## config.mk

```make
export PLATFORM = sky130hd
export DESIGN_NAME = epoch_seconds_to_calendar_top
export DESIGN_NICKNAME = d
export VERILOG_FILES = /design/src/design/epsc_pkg.sv /design/src/design/epsc_cdiv.sv /design/src/design/epoch_seconds_to_calendar_top.sv
export SDC_FILE = /design/constraint.sdc
export NUM_CORES = 2
export LEC_CHECK = 0
export ABC_AREA = 1
export BUFFER_PORTS_ARGS = -buffer_cell sky130_fd_sc_hd__buf_2
export CORE_MARGIN = 5
export CORE_UTILIZATION = 40
export CTS_BUF_LIST = sky130_fd_sc_hd__clkbuf_4
export DETAILED_ROUTE_END_ITERATION = 16
export PLACE_DENSITY = 0.66
export SYNTH_ARGS = -nofsm -noshare
export SYNTH_HDL_FRONTEND = slang
export SYNTH_SLANG_ARGS = --single-unit
```

## constraint.sdc

```tcl
create_clock -name i_clk -period 24.2 [get_ports i_clk]
set_input_delay 3.63 -clock i_clk [delete_from_list [all_inputs] [get_ports i_clk]]
set_output_delay 3.63 -clock i_clk [all_outputs]
set_load 0.05 [all_outputs]
```

## src/design/epsc_pkg.sv

```systemverilog
// shared constants, tables and helpers for the epoch seconds to calendar converter
package epsc_pkg;

    // input and output payload widths
    localparam int InWidth  = 32;
    localparam int OutWidth = 48;

    // seconds from 1970-01-01 00:00 to 1979-12-31 16:00, taken as the start of 1980
    localparam logic [InWidth-1:0] EpochShift = 32'd315504000;
    localparam logic [11:0]        BaseYear   = 12'd1980;

    // field widths of a result
    localparam int YearW  = 12;
    localparam int MonthW = 4;
    localparam int DomW   = 5;
    localparam int HourW  = 5;
    localparam int MinW   = 6;
    localparam int SecW   = 6;
    localparam int WdayW  = 3;

    // pipeline depth from input accept to output register
    localparam int Stages = 11;

    // cumulative days at the start of each year of a four-year group
    localparam logic [10:0] YearStart [0:3] = '{11'd0, 11'd366, 11'd731, 11'd1096};

    // cumulative days at the start of each month
    localparam logic [8:0] MonthStartNorm [0:12] = '{
        9'd0, 9'd31, 9'd59, 9'd90, 9'd120, 9'd151, 9'd181,
        9'd212, 9'd243, 9'd273, 9'd304, 9'd334, 9'd365
    };
    localparam logic [8:0] MonthStartLeap [0:12] = '{
        9'd0, 9'd31, 9'd60, 9'd91, 9'd121, 9'd152, 9'd182,
        9'd213, 9'd244, 9'd274, 9'd305, 9'd335, 9'd366
    };

    // weekday offset for each year of a group
    localparam logic [2:0] WeekOffset [0:3] = '{3'd1, 3'd3, 3'd4, 3'd5};

    // x mod 7 for a 10-bit value, using 8 = 1 (mod 7)
    function automatic logic [2:0] mod7_10(input logic [9:0] x);
        logic [4:0] s1;
        logic [3:0] s2;
        s1 = 5'(x[2:0]) + 5'(x[5:3]) + 5'(x[8:6]) + 5'(x[9]);
        s2 = 4'(s1[2:0]) + 4'(s1[4:3]);
        if (s2 >= 4'd7) begin
            s2 = s2 - 4'd7;
        end
        return s2[2:0];
    endfunction

endpackage

```

## src/design/epsc_cdiv.sv

```systemverilog
// three-stage pipelined division by a constant: reciprocal multiply then one correction
module epsc_cdiv
    import epsc_pkg::*;
#(
    parameter int WN  = 25,
    parameter int DIV = 675,
    parameter int WQ  = 16,
    parameter int WR  = 10
) (
    input  logic          i_clk,
    input  logic          i_en,
    input  logic [WN-1:0] i_num,
    output logic [WQ-1:0] o_q,
    output logic [WR-1:0] o_r
);

    // floor(2^WN / DIV): the estimate is the true quotient or one below it
    localparam logic [WN-1:0] Recip = WN'((64'd1 << WN) / 64'(DIV));
    localparam logic [WN-1:0] DivW  = WN'(DIV);

    logic [2*WN-1:0] r_prod;
    logic [WN-1:0]   r_num1;
    logic [WN-1:0]   r_qest;
    logic [WN-1:0]   r_rest;
    logic [WQ-1:0]   r_q;
    logic [WR-1:0]   r_r;

    logic [WN-1:0]   w_qest;
    logic [WN-1:0]   w_rest;

    always_comb begin
        w_qest = r_prod[2*WN-1:WN];
        w_rest = r_num1 - WN'(w_qest * DivW);
    end

    always_ff @(posedge i_clk) begin
        if (i_en) begin
            r_prod <= (2*WN)'(i_num) * (2*WN)'(Recip);
            r_num1 <= i_num;
            r_qest <= w_qest;
            r_rest <= w_rest;
            if (r_rest >= DivW) begin
                r_q <= WQ'(r_qest + WN'(1));
                r_r <= WR'(r_rest - DivW);
            end else begin
                r_q <= WQ'(r_qest);
                r_r <= WR'(r_rest);
            end
        end
    end

    assign o_q = r_q;
    assign o_r = r_r;

endmodule

```

## src/design/epoch_seconds_to_calendar_top.sv

```systemverilog
// top level of the epoch seconds to calendar converter
// throughput: one request per cycle while the output is not stalled; the whole pipeline advances together
// a stall on the output holds every stage, nothing is dropped or repeated
// reset (synchronous, active low) clears the valid pipe; payload is not reset
// the depth is set by the chain of three constant dividers and the calendar lookup
module epoch_seconds_to_calendar_top
    import epsc_pkg::*;
(
    input  logic                i_clk,
    input  logic                i_rst_n,
    input  logic                i_s_tvalid,
    output logic                o_s_tready,
    input  logic [InWidth-1:0]  i_s_tdata,   // [31:0] unix_seconds
    output logic                o_m_tvalid,
    input  logic                i_m_tready,
    output logic [OutWidth-1:0] o_m_tdata    // [0] valid_res, [12:1] year, [16:13] month,
                                             // [21:17] day_of_month, [26:22] hour,
                                             // [32:27] minute, [38:33] second,
                                             // [41:39] weekday, [47:42] zero
);

    // global advance: move when the output stage is empty or being taken
    logic w_en;

    // valid bit and in-range flag for every stage
    logic [Stages:1] r_vld;
    logic [Stages:1] r_ok;

    // stage 1: rebased seconds
    logic [31:0] r1_t;
    // stages 2..4: low seconds bits that bypass the day divider
    logic [6:0]  r2_low, r3_low, r4_low;

    // day divider on seconds / 128, by 675 (86400 = 128 * 675)
    logic [15:0] w_days;
    logic [9:0]  w_sod_hi;
    logic [16:0] w_sod;

    // second-of-day by 60, days by 1461
    logic [10:0] w_min_total;
    logic [5:0]  w_sec;
    logic [5:0]  w_grp;
    logic [10:0] w_dig;

    // minutes by 60
    logic [4:0]  w_hour;
    logic [5:0]  w_min;

    // stage 8: year within group
    logic [1:0]  r8_yi;
    logic [8:0]  r8_diy;
    logic [5:0]  r8_grp;
    logic [5:0]  r8_sec;
    logic [1:0]  w_yi;

    // stage 9: month, day, year, raw weekday sum
    logic [MonthW-1:0] r9_month;
    logic [DomW-1:0]   r9_dom;
    logic [YearW-1:0]  r9_year;
    logic [9:0]        r9_ws;
    logic [5:0]        r9_sec;
    logic [3:0]        w_mi;
    logic [8:0]        w_mstart;

    // stage 10: weekday reduced mod 7
    logic [MonthW-1:0] r10_month;
    logic [DomW-1:0]   r10_dom;
    logic [YearW-1:0]  r10_year;
    logic [WdayW-1:0]  r10_wd;
    logic [5:0]        r10_sec;

    // stage 11: output register
    logic [OutWidth-1:0] r_m_tdata;
    logic [OutWidth-1:0] w_pack;

    assign w_en       = ~r_vld[Stages] | i_m_tready;
    assign o_s_tready = w_en;
    assign o_m_tvalid = r_vld[Stages];
    assign o_m_tdata  = r_m_tdata;

    // valid pipe
    always_ff @(posedge i_clk) begin
        if (!i_rst_n) begin
            r_vld <= '0;
        end else if (w_en) begin
            r_vld <= {r_vld[Stages-1:1], i_s_tvalid};
        end
    end

    // seconds / 128 by 675: days and second-of-day / 128
    epsc_cdiv #(.WN(25), .DIV(675), .WQ(16), .WR(10)) u_div_day (
        .i_clk (i_clk),
        .i_en  (w_en),
        .i_num (r1_t[31:7]),
        .o_q   (w_days),
        .o_r   (w_sod_hi)
    );

    assign w_sod = {w_sod_hi, r4_low};

    // second of day by 60
    epsc_cdiv #(.WN(17), .DIV(60), .WQ(11), .WR(6)) u_div_sec (
        .i_clk (i_clk),
        .i_en  (w_en),
        .i_num (w_sod),
        .o_q   (w_min_total),
        .o_r   (w_sec)
    );

    // days into four-year groups
    epsc_cdiv #(.WN(16), .DIV(1461), .WQ(6), .WR(11)) u_div_grp (
        .i_clk (i_clk),
        .i_en  (w_en),
        .i_num (w_days),
        .o_q   (w_grp),
        .o_r   (w_dig)
    );

    // minute of day by 60
    epsc_cdiv #(.WN(11), .DIV(60), .WQ(5), .WR(6)) u_div_min (
        .i_clk (i_clk),
        .i_en  (w_en),
        .i_num (w_min_total),
        .o_q   (w_hour),
        .o_r   (w_min)
    );

    // year within the group: leap year first
    always_comb begin
        if (w_dig >= YearStart[3]) begin
            w_yi = 2'd3;
        end else if (w_dig >= YearStart[2]) begin
            w_yi = 2'd2;
        end else if (w_dig >= YearStart[1]) begin
            w_yi = 2'd1;
        end else begin
            w_yi = 2'd0;
        end
    end

    // month search: the compares form a thermometer code, pick the top set one
    always_comb begin
        logic [8:0] st;
        w_mi = 4'd0;
        for (int i = 1; i < 12; i++) begin
            st = (r8_yi == 2'd0) ? MonthStartLeap[i] : MonthStartNorm[i];
            if (r8_diy >= st) begin
                w_mi = 4'(i);
            end
        end
        w_mstart = (r8_yi == 2'd0) ? MonthStartLeap[w_mi] : MonthStartNorm[w_mi];
    end

    // final packing, all fields zero before 1980
    always_comb begin
        w_pack = '0;
        if (r_ok[Stages-1]) begin
            w_pack[0]     = 1'b1;
            w_pack[12:1]  = r10_year;
            w_pack[16:13] = r10_month;
            w_pack[21:17] = r10_dom;
            w_pack[26:22] = w_hour;
            w_pack[32:27] = w_min;
            w_pack[38:33] = r10_sec;
            w_pack[41:39] = r10_wd;
        end
    end

    // payload pipeline
    always_ff @(posedge i_clk) begin
        if (w_en) begin
            r_ok <= {r_ok[Stages-1:1], (i_s_tdata >= EpochShift)};
            // stage 1
            r1_t <= i_s_tdata - EpochShift;
            // stages 2..4
            r2_low <= r1_t[6:0];
            r3_low <= r2_low;
            r4_low <= r3_low;
            // stage 8
            r8_yi  <= w_yi;
            r8_diy <= 9'(w_dig - YearStart[w_yi]);
            r8_grp <= w_grp;
            r8_sec <= w_sec;
            // stage 9
            r9_month <= w_mi + 4'd1;
            r9_dom   <= DomW'(r8_diy - w_mstart + 9'd1);
            r9_year  <= BaseYear + {4'd0, r8_grp, 2'd0} + 12'(r8_yi);
            r9_ws    <= 10'(r8_grp) * 10'd5 + 10'(WeekOffset[r8_yi]) + 10'(r8_diy);
            r9_sec   <= r8_sec;
            // stage 10
            r10_month <= r9_month;
            r10_dom   <= r9_dom;
            r10_year  <= r9_year;
            r10_wd    <= mod7_10(r9_ws);
            r10_sec   <= r9_sec;
            // stage 11
            r_m_tdata <= w_pack;
        end
    end

    // a stall freezes the valid pipe
    a_stall_hold: assert property (@(posedge i_clk) disable iff (!i_rst_n)
        !w_en |=> $stable(r_vld))
        else $error("valid pipe moved during a stall");

    // a pre-1980 result carries only zeros
    a_invalid_zero: assert property (@(posedge i_clk) disable iff (!i_rst_n)
        (o_m_tvalid && !o_m_tdata[0]) |-> (o_m_tdata[47:1] == 47'd0))
        else $error("pre-1980 result has nonzero fields");

    // a valid date has month and day in range
    a_date_range: assert property (@(posedge i_clk) disable iff (!i_rst_n)
        (o_m_tvalid && o_m_tdata[0]) |->
        (o_m_tdata[16:13] != 4'd0 && o_m_tdata[16:13] <= 4'd12 &&
         o_m_tdata[21:17] != 5'd0))
        else $error("month or day out of range");

    // a valid time and weekday are in range
    a_time_range: assert property (@(posedge i_clk) disable iff (!i_rst_n)
        (o_m_tvalid && o_m_tdata[0]) |->
        (o_m_tdata[26:22] <= 5'd23 && o_m_tdata[32:27] <= 6'd59 &&
         o_m_tdata[38:33] <= 6'd59 && o_m_tdata[41:39] != 3'd7))
        else $error("time of day or weekday out of range");

endmodule

```

==> key figures <==
Outcome
  – Status: finished, final reports clean

Placement
  – HPWL after DPL: 49600 um
  – Post-place instance area: 0.0384 mm^2
  – GP Congestion: 0.912
  – IO buf count: a little under 80
  – Setup WS pre-CTS: 15.31 ns

GRT
  – First-pass GRT wire length: 107000 um
  – Total track usage: 0.131
  – Largest net degree at the start of global routing: 126
  – Vias in the first global route: 23416
  – Initial antenna violation count: 5
  – GRT overflow: 0

Clock tree
  – Hold_buf cts: 0
  – CTS max path bufs: 3
  – Clk sink count: 493
  – CTS root buffer: clkbuf_4
  – # resized after CTS: 0
  – Post-CTS Setup Bufs: 0
  – CTS Buf Count: 135
  – Worst skew pair latency: 0.96 ns
  – Clk slew on worst S/H paths: 0.06 ns
  – CTS tree: yes
  – H-tree depth: 4

Synth
  – Yosys cell types: 60
  – Number of synthesized flops with an enable pin: 482
  – Synthesis-stage register bit count: 493
  – Syn avg cell area: 10.8 um^2
  – Ys flop type: edfxtp_1
  – Post-Syn Area: 0.0365 mm^2
  – Synth warn: 0
  – Fraction of registers with async set/reset: 0
  – Seq/Total Area, Yosys: 0.402
  – Cells after Synth: about 3400

Timing
  – Slew @ Worst Pin: ~1.1 ns
  – Fin Setup TNS: 0 ns
  – Worst Clk Skew: approximately 0.061 ns
  – Unrepaired setup endpoints after global routing: no
  – Slew Limit Fails: 0
  – Final setup fails: 0
  – Count of final hold-check violations: 0
  – Period Utilization, post-route: 0.368
  – Final min period: 8.92 ns
  – Slew headroom: 0.274
  – FMAX: ~0.11 GHz
  – Worst setup margin: around 15 ns

Setup path
  – Worst path most repeated cell: buf_2
  – Critical path peak fanout: 125
  – Slowest cell delay on critical path: 0.62 ns
  – CP Capture Type: output port
  – Req. time, crit path: ~20 ns
  – Crit path buf inv count: 3
  – Crit Path Class: in2out
  – Worst-path cell chain: buf_2, nor2_1, inv_8, buf_2
  – CP top delay family: buffers and inverters
  – Startpoint type of the worst setup path: input port
  – Critical Path Slowest Stage Cell: nor2_1
  – Crit path DAT: around 5.3 ns

Floorplanning
  – Placeable core region: 0.0903 mm^2
  – Initial Util: 0.404
  – Die span in y: 312 um
  – DIE AREA: between 0.09 and 0.1 mm^2
  – IO Count: 86
  – Row cnt: 110
  – Die width: 312 um

Layout
  – Design area: 0.0401 mm^2
  – Area growth syn-to-layout: 9.78%
  – Commonest non-fill, non-tap cell in the layout: inv_1
  – Most frequent cells in the layout: inv_1, ha_1, edfxtp_1
  – FF+latch area: 0.0147 mm^2
  – Area of the multi-input gates: 0.0188 mm^2
  – Net count, final: between 4000 and 5000
  – Share of post-route cells with drive strength above 1: 0.0984
  – FILL cells: roughly 8500

Run
  – Max-cap check violation count: 0

Routing
  – Met3 Routed Length: 2550 um
  – Router iterations before antenna repair: 5
  – Via count: approximately 23000
  – Antenna-violating nets left: 0
  – Top sig layer: met4
  – Met1 WL: 26100 um
  – WL per Instance: 12.8 um
  – Number of vias per cell: 4.66
  – Initial DRC count: 967
  – Drt drc: 0
  – Routed WL: a little over 60000 um
  – Metal2 WL: 32100 um

Hold path
  – HP Class: reg2reg
==> cell usage after synthesis, drive strengths merged, types with 3 or more instances <==
cell | count | area share
xor2 | 162 | 0.039
dfxtp | 11 | 0.0060
nor4 | 15 | 0.0027
xnor2 | 60 | 0.014
o31ai | 3 | 0.00062
nand4 | 30 | 0.0053
a221oi | 5 | 0.0012
nor2 | 190 | 0.021
nor3 | 38 | 0.0062
clkbuf | 8 | 0.00082
nand2 | 366 | 0.039
fa | 242 | 0.13
edfxtp | 482 | 0.40
a21boi | 6 | 0.0013
o211ai | 7 | 0.0014
a21oi | 184 | 0.026
a31oi | 12 | 0.0021
inv | 780 | 0.080
a21o | 23 | 0.0048
o2111ai | 4 | 0.00096
mux2 | 6 | 0.0018
o21bai | 12 | 0.0025
nand3 | 81 | 0.012
buf | 10 | 0.0019
o21ai | 106 | 0.015
ha | 521 | 0.18
o21a | 9 | 0.0018
or2 | 8 | 0.0014
==> worst paths after layout <==
check                           slack [ns]  startpoint  cells past startpoint              endpoint
worst min register to register        0.38   r2_low[4]                      0             r3_low[4]
worst max register to register       18.52    r1_t[29]                     23  u_div_day.r_prod[36]
worst max-delay path                 15.28  i_m_tready                      4            o_s_tready
worst min-delay path                  0.38   r2_low[4]                      0             r3_low[4]
==> kinds of logic after synthesis <==
kind of cell,count (synthesis),synth area share
AOI/OAI and AO/OA,381,0.0606
xor gates and xnor gates,222,0.0532
adders and majority gates,763,0.311
buffers and inverters,798,0.0829
DFF,493,0.402
muxes,6,0.00185
other,1,0.000103
and+or+nand+nor,733,0.0878
==> metrics by stage <==
stage / utilization / std cells / hold slack (ns)
floorplan: - / 3402 / 0.400
global placement: 0.425 / 4645 / 0.401
detailed placement: 0.425 / 4645 / 0.405
CTS: 0.444 / 4874 / 0.372
global route: 0.444 / 4879 / 0.350
finish: 0.444 / 4879 / 0.375
==> area by class of cell <==
type                       count  share of cell area
timing repair buffer          85              0.0110
sequential                   493               0.367
inverter                     780              0.0732
tap                         1176              0.0367
antenna                        5            0.000312
clock inverter                43             0.00808
clock buffer                 186              0.0348
multi-input combinational   2111               0.469
==> sequential cells by signal, indices dropped and copies added, names as in the netlist, 10 cells and up <==
| name | flops |
|---|---|
| o_m_tdata | 42 |
| r10_year | 12 |
| r1_t | 32 |
| r9_ws | 10 |
| r9_year | 12 |
| r_ok | 10 |
| r_vld | 11 |
| u_div_day.o_q | 16 |
| u_div_day.o_r | 10 |
| u_div_day.r_num1 | 25 |
| u_div_day.r_prod | 16 |
| u_div_day.r_qest | 16 |
| u_div_day.r_rest | 25 |
| u_div_grp.o_r | 11 |
| u_div_grp.r_num1 | 16 |
| u_div_grp.r_rest | 16 |
| u_div_min.r_num1 | 11 |
| u_div_min.r_rest | 11 |
| u_div_sec.o_q | 11 |
| u_div_sec.r_num1 | 17 |
| u_div_sec.r_prod | 12 |
| u_div_sec.r_qest | 11 |
| u_div_sec.r_rest | 17 |
==> layer usage <==
metal / GRT usage / vias up
met5: 0 / -
met4: 0.0504 / 0
met3: 0.0269 / 115
met2: 0.240 / 348
met1: 0.152 / 10587
li1: - / 11678
Power is left out: the tool's default activity adds up to more than one toggle a clock period on the data nets, which glitch-free logic cannot reach.
